### config.mk
export PLATFORM = sky130hd
export DESIGN_NAME = base64_decoder
export DESIGN_NICKNAME = d
export VERILOG_FILES = /design/src/rtl/b64d_pkg.sv /design/src/rtl/b64d_group.sv /design/src/rtl/base64_decoder.sv
export SDC_FILE = /design/constraint.sdc
export NUM_CORES = 1
export LEC_CHECK = 0
export BUFFER_PORTS_ARGS = -buffer_cell sky130_fd_sc_hd__buf_2
export CAP_MARGIN = 25
export CORE_ASPECT_RATIO = 0.75
export CORE_MARGIN = 2
export CORE_UTILIZATION = 60
export CTS_CLUSTER_SIZE = 30
export DETAILED_ROUTE_END_ITERATION = 8
export PLACE_DENSITY_LB_ADDON = 0.3
export SYNTH_ARGS = -nofsm -noshare
export SYNTH_HDL_FRONTEND = slang
export SYNTH_SLANG_ARGS = --single-unit
export TNS_END_PERCENT = 30
### constraint.sdc
create_clock -name clk -period 17 [get_ports clk]
set_input_delay 1.7 -clock clk [delete_from_list [all_inputs] [get_ports clk]]
set_output_delay 1.7 -clock clk [all_outputs]
set_load 0.01 [all_outputs]
### src/rtl/b64d_pkg.sv
// Shared types, constants and the character map of the base64 decoder.
package b64d_pkg;

	localparam int COUNT_WIDTH_DEF = 16;
	localparam int CNT_OUT_W = 16;
	localparam logic [CNT_OUT_W-1:0] CNT_OUT_MAX = '1;

	typedef logic [6:0] code_t;

	localparam code_t CODE_INVALID = 7'h7F;
	localparam code_t CODE_PLUS = 7'd62;
	localparam code_t CODE_SLASH = 7'd63;

	localparam logic [7:0] CHAR_UPPER_A = 8'h41;
	localparam logic [7:0] CHAR_UPPER_Z = 8'h5A;
	localparam logic [7:0] CHAR_LOWER_A = 8'h61;
	localparam logic [7:0] CHAR_LOWER_Z = 8'h7A;
	localparam logic [7:0] CHAR_DIGIT_0 = 8'h30;
	localparam logic [7:0] CHAR_DIGIT_9 = 8'h39;
	localparam logic [7:0] CHAR_PLUS = 8'h2B;
	localparam logic [7:0] CHAR_SLASH = 8'h2F;
	localparam logic [7:0] LOWER_OFFSET = 8'd26;
	localparam logic [7:0] DIGIT_OFFSET = 8'd52;

	typedef struct packed {
		logic fire;
		logic stop;
		logic [1:0] num;
		logic [7:0] byte0;
		logic [7:0] byte1;
		logic [7:0] byte2;
	} grp_t;

	function automatic code_t char_code(input logic [7:0] c);
		code_t r;
		r = CODE_INVALID;
		case (c) inside
			[CHAR_UPPER_A:CHAR_UPPER_Z]: r = code_t'(c - CHAR_UPPER_A);
			[CHAR_LOWER_A:CHAR_LOWER_Z]: r = code_t'(c - CHAR_LOWER_A + LOWER_OFFSET);
			[CHAR_DIGIT_0:CHAR_DIGIT_9]: r = code_t'(c - CHAR_DIGIT_0 + DIGIT_OFFSET);
			CHAR_PLUS: r = CODE_PLUS;
			CHAR_SLASH: r = CODE_SLASH;
			default: r = CODE_INVALID;
		endcase
		return r;
	endfunction

endpackage

### src/rtl/b64d_group.sv
// Character mapping and decoding of one group of four codes into up to three bytes.
module b64d_group import b64d_pkg::*; (
	input logic [7:0] in_char,
	input logic last_char,
	input logic [1:0] pos,
	input code_t [2:0] held,
	input logic stopped,
	output code_t code,
	output grp_t grp
);

	code_t c0, c1, c2, c3;
	logic v2, v3;
	logic [7:0] b0, b1, b2;

	always_comb begin
		code = char_code(in_char);
		c0 = (pos == 2'd0) ? code : held[0];
		c1 = (pos > 2'd1) ? held[1] : ((pos == 2'd1) ? code : CODE_INVALID);
		c2 = (pos > 2'd2) ? held[2] : ((pos == 2'd2) ? code : CODE_INVALID);
		c3 = (pos == 2'd3) ? code : CODE_INVALID;
		v2 = (c2 != CODE_INVALID);
		v3 = (c3 != CODE_INVALID);
		b0 = {c0[5:0], c1[5:4]};
		b1 = {c1[3:0], c2[5:2]};
		b2 = {c2[1:0], c3[5:0]};
		grp.fire = !stopped && ((pos == 2'd3) || last_char);
		grp.stop = grp.fire && ((c0 == CODE_INVALID) || (c1 == CODE_INVALID));
		grp.num = (grp.fire && !grp.stop) ? (2'd1 + 2'(v2) + 2'(v3)) : 2'd0;
		grp.byte0 = b0;
		grp.byte1 = v2 ? b1 : b2;
		grp.byte2 = b2;
	end

endmodule

### src/rtl/base64_decoder.sv
// Top level of the streaming base64 decoder.
// The decoder takes one base64 character per cycle unless stalled and returns the decoded
// bytes one per cycle while out_ready is high. A character that completes a group of four,
// or is marked last, loads up to three bytes into the result register at once; they leave
// in turn while characters of the next group that produce no bytes keep being accepted. A
// character that produces bytes waits only until the final byte of the previous group is
// taken, so with out_ready high a steady stream runs at one character per cycle with three
// bytes out per four characters. The last character of a message always yields a result
// with end_of_message set, byte_valid low if it gave no byte; the group state then resets.
module base64_decoder import b64d_pkg::*; #(
	parameter int COUNT_WIDTH = COUNT_WIDTH_DEF
) (
	input logic clk,
	input logic arst_n,
	input logic in_valid,
	output logic in_ready,
	input logic [7:0] in_char,
	input logic last_char,
	output logic out_valid,
	input logic out_ready,
	output logic [7:0] out_byte,
	output logic byte_valid,
	output logic last_of_run,
	output logic end_of_message,
	output logic [CNT_OUT_W-1:0] byte_count
);

	localparam logic [COUNT_WIDTH-1:0] CNT_MAX = '1;
	localparam logic [COUNT_WIDTH-1:0] CNT_ONE = COUNT_WIDTH'(1);

	logic [1:0] pos_q;
	code_t [2:0] held_q;
	logic stopped_q;
	logic [COUNT_WIDTH-1:0] total_q;

	logic [2:0][7:0] res_byte_q;
	logic [2:0][CNT_OUT_W-1:0] res_cnt_q;
	logic [1:0] res_num_q;
	logic [1:0] res_idx_q;
	logic res_empty_q;
	logic res_eom_q;

	code_t code;
	grp_t grp;
	logic [COUNT_WIDTH-1:0] t1, t2, t3, new_total;
	logic emits, drain_ok, accept, last_res;

	function automatic logic [CNT_OUT_W-1:0] clamp(input logic [COUNT_WIDTH-1:0] v);
		logic [31:0] w;
		w = 32'(v);
		return (w > 32'(CNT_OUT_MAX)) ? CNT_OUT_MAX : w[CNT_OUT_W-1:0];
	endfunction

	b64d_group u_group (
		.in_char (in_char),
		.last_char (last_char),
		.pos (pos_q),
		.held (held_q),
		.stopped (stopped_q),
		.code (code),
		.grp (grp)
	);

	always_comb begin
		t1 = (total_q == CNT_MAX) ? total_q : total_q + CNT_ONE;
		t2 = (t1 == CNT_MAX) ? t1 : t1 + CNT_ONE;
		t3 = (t2 == CNT_MAX) ? t2 : t2 + CNT_ONE;
		case (grp.num)
			2'd1: new_total = t1;
			2'd2: new_total = t2;
			2'd3: new_total = t3;
			default: new_total = total_q;
		endcase
	end

	assign last_res = (res_idx_q == (res_num_q - 2'd1));
	assign drain_ok = (res_num_q == 2'd0) || (out_ready && last_res);
	assign emits = (grp.num != 2'd0) || last_char;
	assign in_ready = drain_ok || !emits;
	assign accept = in_valid && in_ready;

	always_ff @(posedge clk or negedge arst_n) begin
		if (!arst_n) begin
			pos_q <= 2'd0;
			held_q <= '0;
			stopped_q <= 1'b0;
			total_q <= '0;
		end else if (accept) begin
			if (last_char) begin
				pos_q <= 2'd0;
				held_q <= '0;
				stopped_q <= 1'b0;
				total_q <= '0;
			end else if (!stopped_q) begin
				if (grp.fire) begin
					pos_q <= 2'd0;
					held_q <= '0;
					stopped_q <= grp.stop;
					total_q <= new_total;
				end else begin
					held_q[pos_q] <= code;
					pos_q <= pos_q + 2'd1;
				end
			end
		end
	end

	always_ff @(posedge clk or negedge arst_n) begin
		if (!arst_n) begin
			res_num_q <= 2'd0;
			res_idx_q <= 2'd0;
			res_empty_q <= 1'b0;
			res_eom_q <= 1'b0;
		end else if (accept && emits) begin
			res_num_q <= (grp.num == 2'd0) ? 2'd1 : grp.num;
			res_idx_q <= 2'd0;
			res_empty_q <= (grp.num == 2'd0);
			res_eom_q <= last_char;
		end else if (out_valid && out_ready) begin
			if (last_res) begin
				res_num_q <= 2'd0;
				res_idx_q <= 2'd0;
			end else begin
				res_idx_q <= res_idx_q + 2'd1;
			end
		end
	end

	always_ff @(posedge clk) begin
		if (accept && emits) begin
			if (grp.num == 2'd0) begin
				res_byte_q[0] <= 8'd0;
				res_cnt_q[0] <= clamp(total_q);
			end else begin
				res_byte_q <= {grp.byte2, grp.byte1, grp.byte0};
				res_cnt_q <= {clamp(t3), clamp(t2), clamp(t1)};
			end
		end
	end

	always_comb begin
		case (res_idx_q)
			2'd1: begin
				out_byte = res_byte_q[1];
				byte_count = res_cnt_q[1];
			end
			2'd2: begin
				out_byte = res_byte_q[2];
				byte_count = res_cnt_q[2];
			end
			default: begin
				out_byte = res_byte_q[0];
				byte_count = res_cnt_q[0];
			end
		endcase
	end

	assign out_valid = (res_num_q != 2'd0);
	assign byte_valid = !res_empty_q;
	assign last_of_run = last_res;
	assign end_of_message = res_eom_q && last_res;

	a_empty_is_end: assert property (@(posedge clk) disable iff (!arst_n)
		out_valid && !byte_valid |-> end_of_message && last_of_run)
		else $error("empty result without end of message");

	a_idx_in_run: assert property (@(posedge clk) disable iff (!arst_n)
		out_valid |-> res_idx_q < res_num_q)
		else $error("result index beyond run length");

	a_msg_restart: assert property (@(posedge clk) disable iff (!arst_n)
		accept && last_char |=> pos_q == 2'd0 && !stopped_q && total_q == '0)
		else $error("state not cleared after last character");

	a_no_overwrite: assert property (@(posedge clk) disable iff (!arst_n)
		accept && emits && out_valid |-> out_ready && last_res)
		else $error("new run loaded over pending results");

endmodule
==> results.json, run 1 <==
{
  "synthMuxAreaShare": 0.0147,
  "arrival_ps": 5620,
  "worstPathRequired_ps": 15300,
  "path_class": "primary input to primary output",
  "mappedNetlistNets": 914,
  "maxSlewViolCount": 0,
  "cts_max_level": 4,
  "pin_count": 42,
  "drc": 0,
  "grt_pass1_wl_mm": 37.9,
  "cts_root_buffer": "clkbuf_16",
  "routed_wirelength_mm": 24.2,
  "rsz0062_at_grt": "false",
  "async_flop_share": 0.390,
  "syn_to_final_growth_pct": 11.1,
  "cts-resized-gates": 0,
  "grt_usage": 0.331,
  "synth.distinct_cells": 89,
  "clk_pin_slew_worst_paths_ps": 60,
  "max-cap-violations": 0,
  "worst_slack_ps": 9680,
  "cts_setup_buffers": 0,
  "end_kind": "primary output",
  "drtIter0Drc": 1056,
  "antenna_found_initial": 0,
  "gp_congestion": 0.976,
  "synth_top_area_share": 0.268,
  "hold_buffers": 0,
  "vias": 7747,
  "antennaDiodeCount": 0,
  "status": "finished, final reports clean",
  "hpwlAfterDp_mm": 17.5,
  "period_share": 0.431,
  "synth_common_cells": "nand2_1, edfxtp_1, o21ai_0, nor2_1, dfrtp_1",
  "synth_top_family_by_area": "compound AO/OA/AOI/OAI gates",
  "hp-class": "flop to flop",
  "synthFlopType": "edfxtp_1",
  "rows": 36,
  "use_met2": 0.466,
  "multi_input_area_um2": 4400,
  "syn_avg_cell_area_um2": 9.16,
  "finClkSkew_ps": 10.1,
  "die_h_um": 105,
  "viasPerCell": 7.13,
  "busiest_layer": "met1",
  "dieWidth_um": 138,
  "synth.most_common_cell": "nand2_1",
  "fp.dieArea_um2": 14400,
  "synth-seq-cells": 118,
  "first_pass_iters": 8,
  "start_util": 0.619,
  "use_met3": 0.0787,
  "clock_latency_ps": 430,
  "final_antenna_net_count": 0,
  "grt_max_degree": 53,
  "powerDensity_nw_per_um2": 139,
  "synthXorXnorAreaFrac": 0.0390,
  "cp_max_fo": 12,
  "power_leakage_nw": 3.28,
  "wl_per_cell_um": 22.3,
  "cts_tree": "built",
  "post-place-ws_ps": 9620,
  "start_kind": "primary input",
  "hold_violations": 0,
  "io_buffers": 41,
  "core_area_um2": 13100,
  "finalSetupTns_ps": 0,
  "grt_pass1_vias": 6902,
  "cts_max_path_buffers": 2,
  "regArea_um2": 3310,
  "maxSlewHeadroom": 0.313,
  "setup_viol": 0,
  "synth-seq-area-share": 0.410,
  "nets": 934,
  "met1_usage": 0.507,
  "worstMarginPinSlew_ps": 1020,
  "syn_area_um2": 8080,
  "yosys_warnings": 0,
  "clock_sinks": 118,
  "synth-compound-area-share": 0.258,
  "ir_drop_mv": 0.143,
  "max_freq_ghz": 0.137,
  "cts_buffers": 17,
  "synth_fa_ha_area_frac": 0.0294,
  "fillerInstances": 1005,
  "gr-total-overflow": 0,
  "synth-simple-area-share": 0.203,
  "ys_top_cells_by_area": "edfxtp_1, dfrtp_1, nand2_1",
  "synth_top_cell_by_area": "edfxtp_1",
  "synth_edf_count": 72,
  "synth_cells": 882,
  "finalCriticalPeriod_ps": 7320,
  "drive_above_1_share": 0.139
}
sequential cells by signal (all words and copies together) (netlist names), 2 cells and up:
signal and flops:
held_q 21, pos_q 2, res_byte_q 24, res_cnt_q 48, res_idx_q 2, res_num_q 2, total_q 16
worst paths after layout:
| path | end | startpoint | slack [ps] | cells past startpoint |
|---|---|---|---|---|
| worst min-delay path | held_q[9] | held_q[9] | 490 | 1 |
| min in group asynchronous | res_idx_q[1] | arst_n | 1380 | 2 |
| max in group asynchronous | total_q[4] | arst_n | 15140 | 2 |
| worst max register to register | total_q[9] | total_q[1] | 10200 | 17 |
| worst max-delay path | in_ready | in_char[2] | 9680 | 18 |
| worst min register to register | held_q[9] | held_q[9] | 490 | 1 |
metrics by stage:
stage / util / power, mW / hold slack [ps] / std cells / instance area, µm²
6_report: 0.688 / 1.25 / 492 / 1086 / 8980
5_1_grt: 0.688 / 1.31 / 503 / 1086 / 8980
4_1_cts: 0.682 / 1.22 / 488 / 1083 / 8910
3_5_place_dp: 0.640 / 0.882 / 471 / 1051 / 8360
3_3_place_gp: 0.640 / 0.867 / 471 / 1051 / 8360
2_1_floorplan: - / 0.714 / 449 / 882 / 8080
report_power, final:
group | switching (mW) | internal, mW
Clock | 0.138 | 0.201
Combinational | 0.340 | 0.172
Sequential | 0.0345 | 0.364
kinds of logic (layout without fill, tap and decap cells):
| logic type | after synthesis | in the layout |
|---|---|---|
| DFF | 118 | 118 |
| buffers and inverters | 91 | 124 |
| adders and majority gates | 19 | 19 |
| muxes | 11 | 11 |
| AOI/OAI and AO/OA | 296 | 296 |
| and+or+nand+nor | 311 | 311 |
| xor gates and xnor gates | 36 | 36 |
per-layer routing:
metal | vias up | wire length, µm
met2 | 541 | 10300
met5 | - | 0
met4 | 0 | 439
li1 | 3424 | -
met1 | 3724 | 10500
met3 | 58 | 2950
final cells by class:
class	count	share of cell area
well taps	171	0.0238
repair buffers	55	0.0394
clock buffers	18	0.0478
inverters	37	0.0155
clock inverters	14	0.0143
multi-input cells	673	0.490
flip-flops and latches	118	0.369
critical path: stages:
cell and delay (ps):
buf_2 170, inv_1 130, ha_1 320, a21oi_1 100, o21ai_0 390, a21oi_1 170
a211oi_1 580, nand2_1 160, o21ai_0 190, o21ai_0 100, nor4_1 250, buf_4 210
ha_1 430, a21oi_1 280, nand3_1 130, nand2_1 90, nand2_1 70, buf_2 150
layout by cell type, fill, tap and decap left out, types with 5 or more instances in the layout:
cell,count
a211oi_1,9
a21o_1,8
a21oi_1,40
a22oi_1,25
a31oi_1,15
and2_1,11
and3_1,7
and4_1,6
buf_2,41
buf_4,11
clkbuf_16,17
clkinvlp_4,5
dfrtp_1,46
edfxtp_1,72
ha_1,19
inv_1,34
mux2_2,7
nand2_1,101
nand3_1,24
nand4_1,15
nor2_1,48
nor2b_1,6
nor3_1,32
nor4_1,9
o2111ai_1,5
o211ai_1,15
o21a_1,9
o21ai_0,65
o21ai_1,6
o221ai_1,5
o22ai_1,5
o2bb2ai_1,21
o31ai_1,8
or2_2,7
or3_1,10
xnor2_1,30
xor2_1,6
(Power assumes the default switching activity.)
==> run 2, diff against run 1 <==
- CORE_UTILIZATION: 60 -> 56
- clock period: 17 -> 6.35 ns (I/O delays scaled with it)
==> results.json, run 2 (synthesized netlist as in run 1, its figures left out) <==
{
  "powerDensity_nw_per_um2": 371,
  "clock_latency_ps": 430,
  "power.internal_mw": 2.01,
  "power.share.clock": 0.284,
  "start_util": 0.582,
  "hp-class": "primary input to asynchronous set/reset pin",
  "dieWidth_um": 143,
  "ir_drop_mv": 0.393,
  "grt_usage": 0.321,
  "clk_pin_slew_worst_paths_ps": 70,
  "post_dp_cell_area_um2": 8420,
  "cts-resized-gates": 0,
  "syn_to_final_growth_pct": 12.0,
  "die_h_um": 108,
  "finalSetupTns_ps": 0,
  "maxSlewViolCount": 0,
  "setup_viol": 0,
  "period_share": 0.917,
  "finalPower_mw": 3.36,
  "status": "finished, final reports clean",
  "drc": 0,
  "viasPerCell": 6.88,
  "drtIter0Drc": 1209,
  "switching_share": 0.401,
  "hpwlAfterDp_mm": 17.0,
  "core_area_um2": 13900,
  "cts_buffers": 17,
  "first_pass_iters": 5,
  "gr-total-overflow": 0,
  "routed_wirelength_mm": 24.1,
  "rows": 37,
  "cts_tree": "built",
  "cp_max_fo": 12,
  "reg_top3": "res_cnt_q x48, res_byte_q x24, held_q x21",
  "fillerInstances": 1115,
  "finalCriticalPeriod_ps": 5820,
  "arrival_ps": 6100,
  "mostFrequentLayoutCells": "nand2_1, edfxtp_1, o21ai_0",
  "design_area_um2": 9050,
  "multi_input_area_um2": 4400,
  "grt_max_degree": 53,
  "start_kind": "flop",
  "path_class": "flop to flop",
  "sequentialPowerShare": 0.318,
  "regArea_um2": 3310,
  "end_kind": "flop",
  "clock_sinks": 118,
  "rsz0062_at_grt": "false",
  "final_antenna_net_count": 0,
  "switchingPower_mw": 1.35,
  "wl_per_cell_um": 22.0,
  "drive_above_1_share": 0.147,
  "worstPathRequired_ps": 6630,
  "gp_congestion": 0.975,
  "max-cap-violations": 0,
  "cts_max_level": 4,
  "grt_pass1_wl_mm": 37.8,
  "maxSlewHeadroom": 0.388,
  "io_buffers": 41,
  "worstMarginPinSlew_ps": 907,
  "cts_setup_buffers": 0,
  "fp.dieArea_um2": 15400,
  "vias": 7552,
  "finClkSkew_ps": 15.1,
  "grt_pass1_vias": 6668,
  "max_freq_ghz": 0.172,
  "largest_reg_flops": 48,
  "final_common_cell": "nand2_1",
  "nets": 941,
  "hold_buffers": 0,
  "r2r_slack_ps": 530,
  "power_leakage_nw": 3.33,
  "cts_max_path_buffers": 2,
  "pin_count": 42,
  "antenna_found_initial": 1,
  "hold_violations": 0,
  "cts_root_buffer": "clkbuf_16",
  "top_register": "res_cnt_q",
  "combPwrFrac": 0.398
}
[run 2: worst max-delay path, stage by stage (launching register included)]
cell	delay, ps
dfrtp_1	520
ha_1	460
nand4_1	140
buf_4	220
nor4_2	410
xnor2_1	300
ha_1	420
nand2_1	240
nor4_4	300
buf_4	200
nor2_1	50
a31oi_1	280
ha_1	330
o21ai_0	130
a21o_1	210
or4_1	750
or3_1	430
a21oi_1	170
o22ai_1	120
[run 2: metal layers]
metal	vias up	track usage	part of all wire
met3	51	0.0886	0.12
met4	0	0.0629	0.016
met1	3559	0.500	0.45
met2	500	0.447	0.41
li1	3442	-	-
met5	-	0	0
[run 2: final cells by class]
type | count | area share
clock inverter | 14 | 0.0166
clock buffer | 17 | 0.0470
timing repair buffer | 62 | 0.0440
sequential | 118 | 0.366
inverter | 37 | 0.0153
tap | 175 | 0.0242
antenna | 1 | 0.000277
multi-input combinational | 673 | 0.487
[run 2: final timing paths]
kind | depth (start not counted) | end | startpoint
setup / recovery | 18 | total_q[0] | total_q[0]
hold / removal | 2 | res_idx_q[0] | arst_n
setup reg to reg | 18 | total_q[0] | total_q[0]
hold reg to reg | 1 | held_q[16] | held_q[16]
max in group asynchronous | 2 | held_q[3] | arst_n
min in group clk | 1 | held_q[16] | held_q[16]
[run 2: per-stage QoR]
step | worst slack [ps] | utilization | hold slack, ps | instances
after global placement | 886 | 0.606 | 466 | 1063
after detailed placement | 705 | 0.606 | 474 | 1063
final | 530 | 0.652 | 321 | 1097
after floorplan | 387 | - | 339 | 882
after CTS | 649 | 0.648 | 345 | 1094
after global routing | 101 | 0.651 | 366 | 1096
[run 2: power groups by stage]
| stage | Clock, mW | Sequential (mW) | Combinational, mW |
|---|---|---|---|
| detailed placement | 0 | 1.08 | 1.27 |
| CTS | 0.958 | 1.06 | 1.29 |
| global route | 0.991 | 1.08 | 1.46 |
| finish | 0.954 | 1.07 | 1.34 |
| global placement | 0 | 1.07 | 1.25 |
| floorplan | 0 | 1.04 | 0.872 |
==> run 3, diff against run 2 <==
- CORE_UTILIZATION: 56 -> 58
- CTS_BUF_LIST: not set -> sky130_fd_sc_hd__clkbuf_8
==> results.json, run 3 (synthesized netlist as in run 1, its figures left out) <==
{
  "gp_congestion": 1.03,
  "syn_to_final_growth_pct": 9.54,
  "io_buffers": 41,
  "worstMarginPinSlew_ps": 889,
  "first_pass_iters": 6,
  "status": "finished, final reports clean",
  "vias": 7490,
  "design_area_um2": 8850,
  "fp.dieArea_um2": 14900,
  "grt_pass1_vias": 6702,
  "finalSetupTns_ps": 0,
  "cts_max_level": 4,
  "top_register": "res_cnt_q",
  "setup_viol": 0,
  "drive_above_1_share": 0.148,
  "hold_buffers": 0,
  "grt_pass1_wl_mm": 37.5,
  "gr-total-overflow": 0,
  "path_class": "flop to flop",
  "post-place-ws_ps": 635,
  "pin_count": 42,
  "period_share": 0.918,
  "powerDensity_nw_per_um2": 347,
  "die_h_um": 106,
  "clock_sinks": 118,
  "multi_input_area_um2": 4400,
  "finalNonFillerCells": 1098,
  "dieWidth_um": 140,
  "rsz0062_at_grt": "false",
  "reg_top3": "res_cnt_q x48, res_byte_q x24, held_q x21",
  "routed_wirelength_mm": 23.6,
  "max_freq_ghz": 0.171,
  "dp.cells": 1064,
  "finClkSkew_ps": 16.7,
  "drc": 0,
  "grt_max_degree": 53,
  "ir_drop_mv": 0.476,
  "cts_max_path_buffers": 2,
  "worst_slack_ps": 519,
  "viasPerCell": 6.82,
  "final_common_cell": "nand2_1",
  "post_dp_cell_area_um2": 8430,
  "regArea_um2": 3310,
  "antenna_found_initial": 0,
  "maxSlewViolCount": 0,
  "arrival_ps": 6150,
  "rows": 37,
  "grt_usage": 0.322,
  "antennaDiodeCount": 0,
  "cp_max_fo": 12,
  "cts_buffers": 17,
  "fillerInstances": 1104,
  "end_kind": "flop",
  "utilization": 0.648,
  "finalCriticalPeriod_ps": 5830,
  "wl_per_cell_um": 21.5,
  "largest_reg_flops": 48,
  "hp-class": "primary input to asynchronous set/reset pin",
  "cts_setup_buffers": 0,
  "clock_latency_ps": 440,
  "cts-resized-gates": 0,
  "r2r_slack_ps": 520,
  "start_util": 0.592,
  "cts_tree": "built",
  "core_area_um2": 13700,
  "start_kind": "flop",
  "clk_pin_slew_worst_paths_ps": 80,
  "cts_root_buffer": "clkbuf_8",
  "final_antenna_net_count": 0,
  "worstPathRequired_ps": 6670,
  "hold_violations": 0,
  "drtIter0Drc": 973,
  "mostFrequentLayoutCells": "nand2_1, edfxtp_1, o21ai_0",
  "max-cap-violations": 0,
  "maxSlewHeadroom": 0.407,
  "power_leakage_nw": 3.24,
  "nets": 942,
  "hpwlAfterDp_mm": 17.2
}
## run 3: changes by cell type in the layout (fill, tap and decap cells not counted)
cell       delta
clkbuf_16    -19
clkbuf_8     +17
inv_8         +2
buf_16        +1
buf_4         +1
buf_8         +1
bufinv_16     -1
clkinv_2      -1
clkinv_4      +1
diode_2       -1
## run 3: power breakdown
part / leakage [nW] / switching (mW) / total [mW] / internal [mW]
Clock: 0.187 / 0.351 / 0.670 / 0.319
Sequential: 1.28 / 0.0893 / 1.06 / 0.974
Combinational: 1.78 / 0.878 / 1.34 / 0.463
Total: 3.25 / 1.32 / 3.08 / 1.76
## run 3: stage by stage
step	hold slack, ps	power (mW)
2_1_floorplan	339	1.91
3_3_place_gp	468	2.34
3_5_place_dp	474	2.36
4_1_cts	316	3.03
5_1_grt	347	3.26
6_report	296	3.08
## run 3: worst paths after layout
kind / start / cells past startpoint / end
worst max-delay path: total_q[1] / 18 / total_q[7]
worst min-delay path: arst_n / 2 / res_idx_q[1]
max in group asynchronous: arst_n / 2 / total_q[3]
min in group clk: held_q[13] / 1 / held_q[13]
worst max register to register: total_q[1] / 18 / total_q[7]
worst min register to register: held_q[13] / 1 / held_q[13]
## run 3: final cells by class
cell class	instances	area share
timing repair buffer	63	0.0449
multi-input combinational	673	0.497
inverter	37	0.0157
clock buffer	17	0.0264
sequential	118	0.374
clock inverter	15	0.0165
tap	175	0.0247
## run 3: routing by layer
| layer | wire length [µm] | up-vias | track usage |
|---|---|---|---|
| li1 | - | 3434 | - |
| met1 | 10900 | 3577 | 0.507 |
| met2 | 9720 | 445 | 0.445 |
| met3 | 2760 | 34 | 0.0842 |
| met4 | 232 | 0 | 0.0599 |
| met5 | 0 | - | 0 |
## run 3: critical path, cell delays in order, from the launching register on
cell     delay, ps
dfrtp_1        520
ha_1           470
nand4_1        150
buf_4          220
nor4_2         400
xnor2_1        310
ha_1           440
nand2_1        240
nor4_4         310
buf_4          200
nor2_1          50
a31oi_1        290
ha_1           320
o21ai_0        120
a21o_1         210
or4_1          740
o21ai_2        370
nor2_1          70
o41ai_1        270
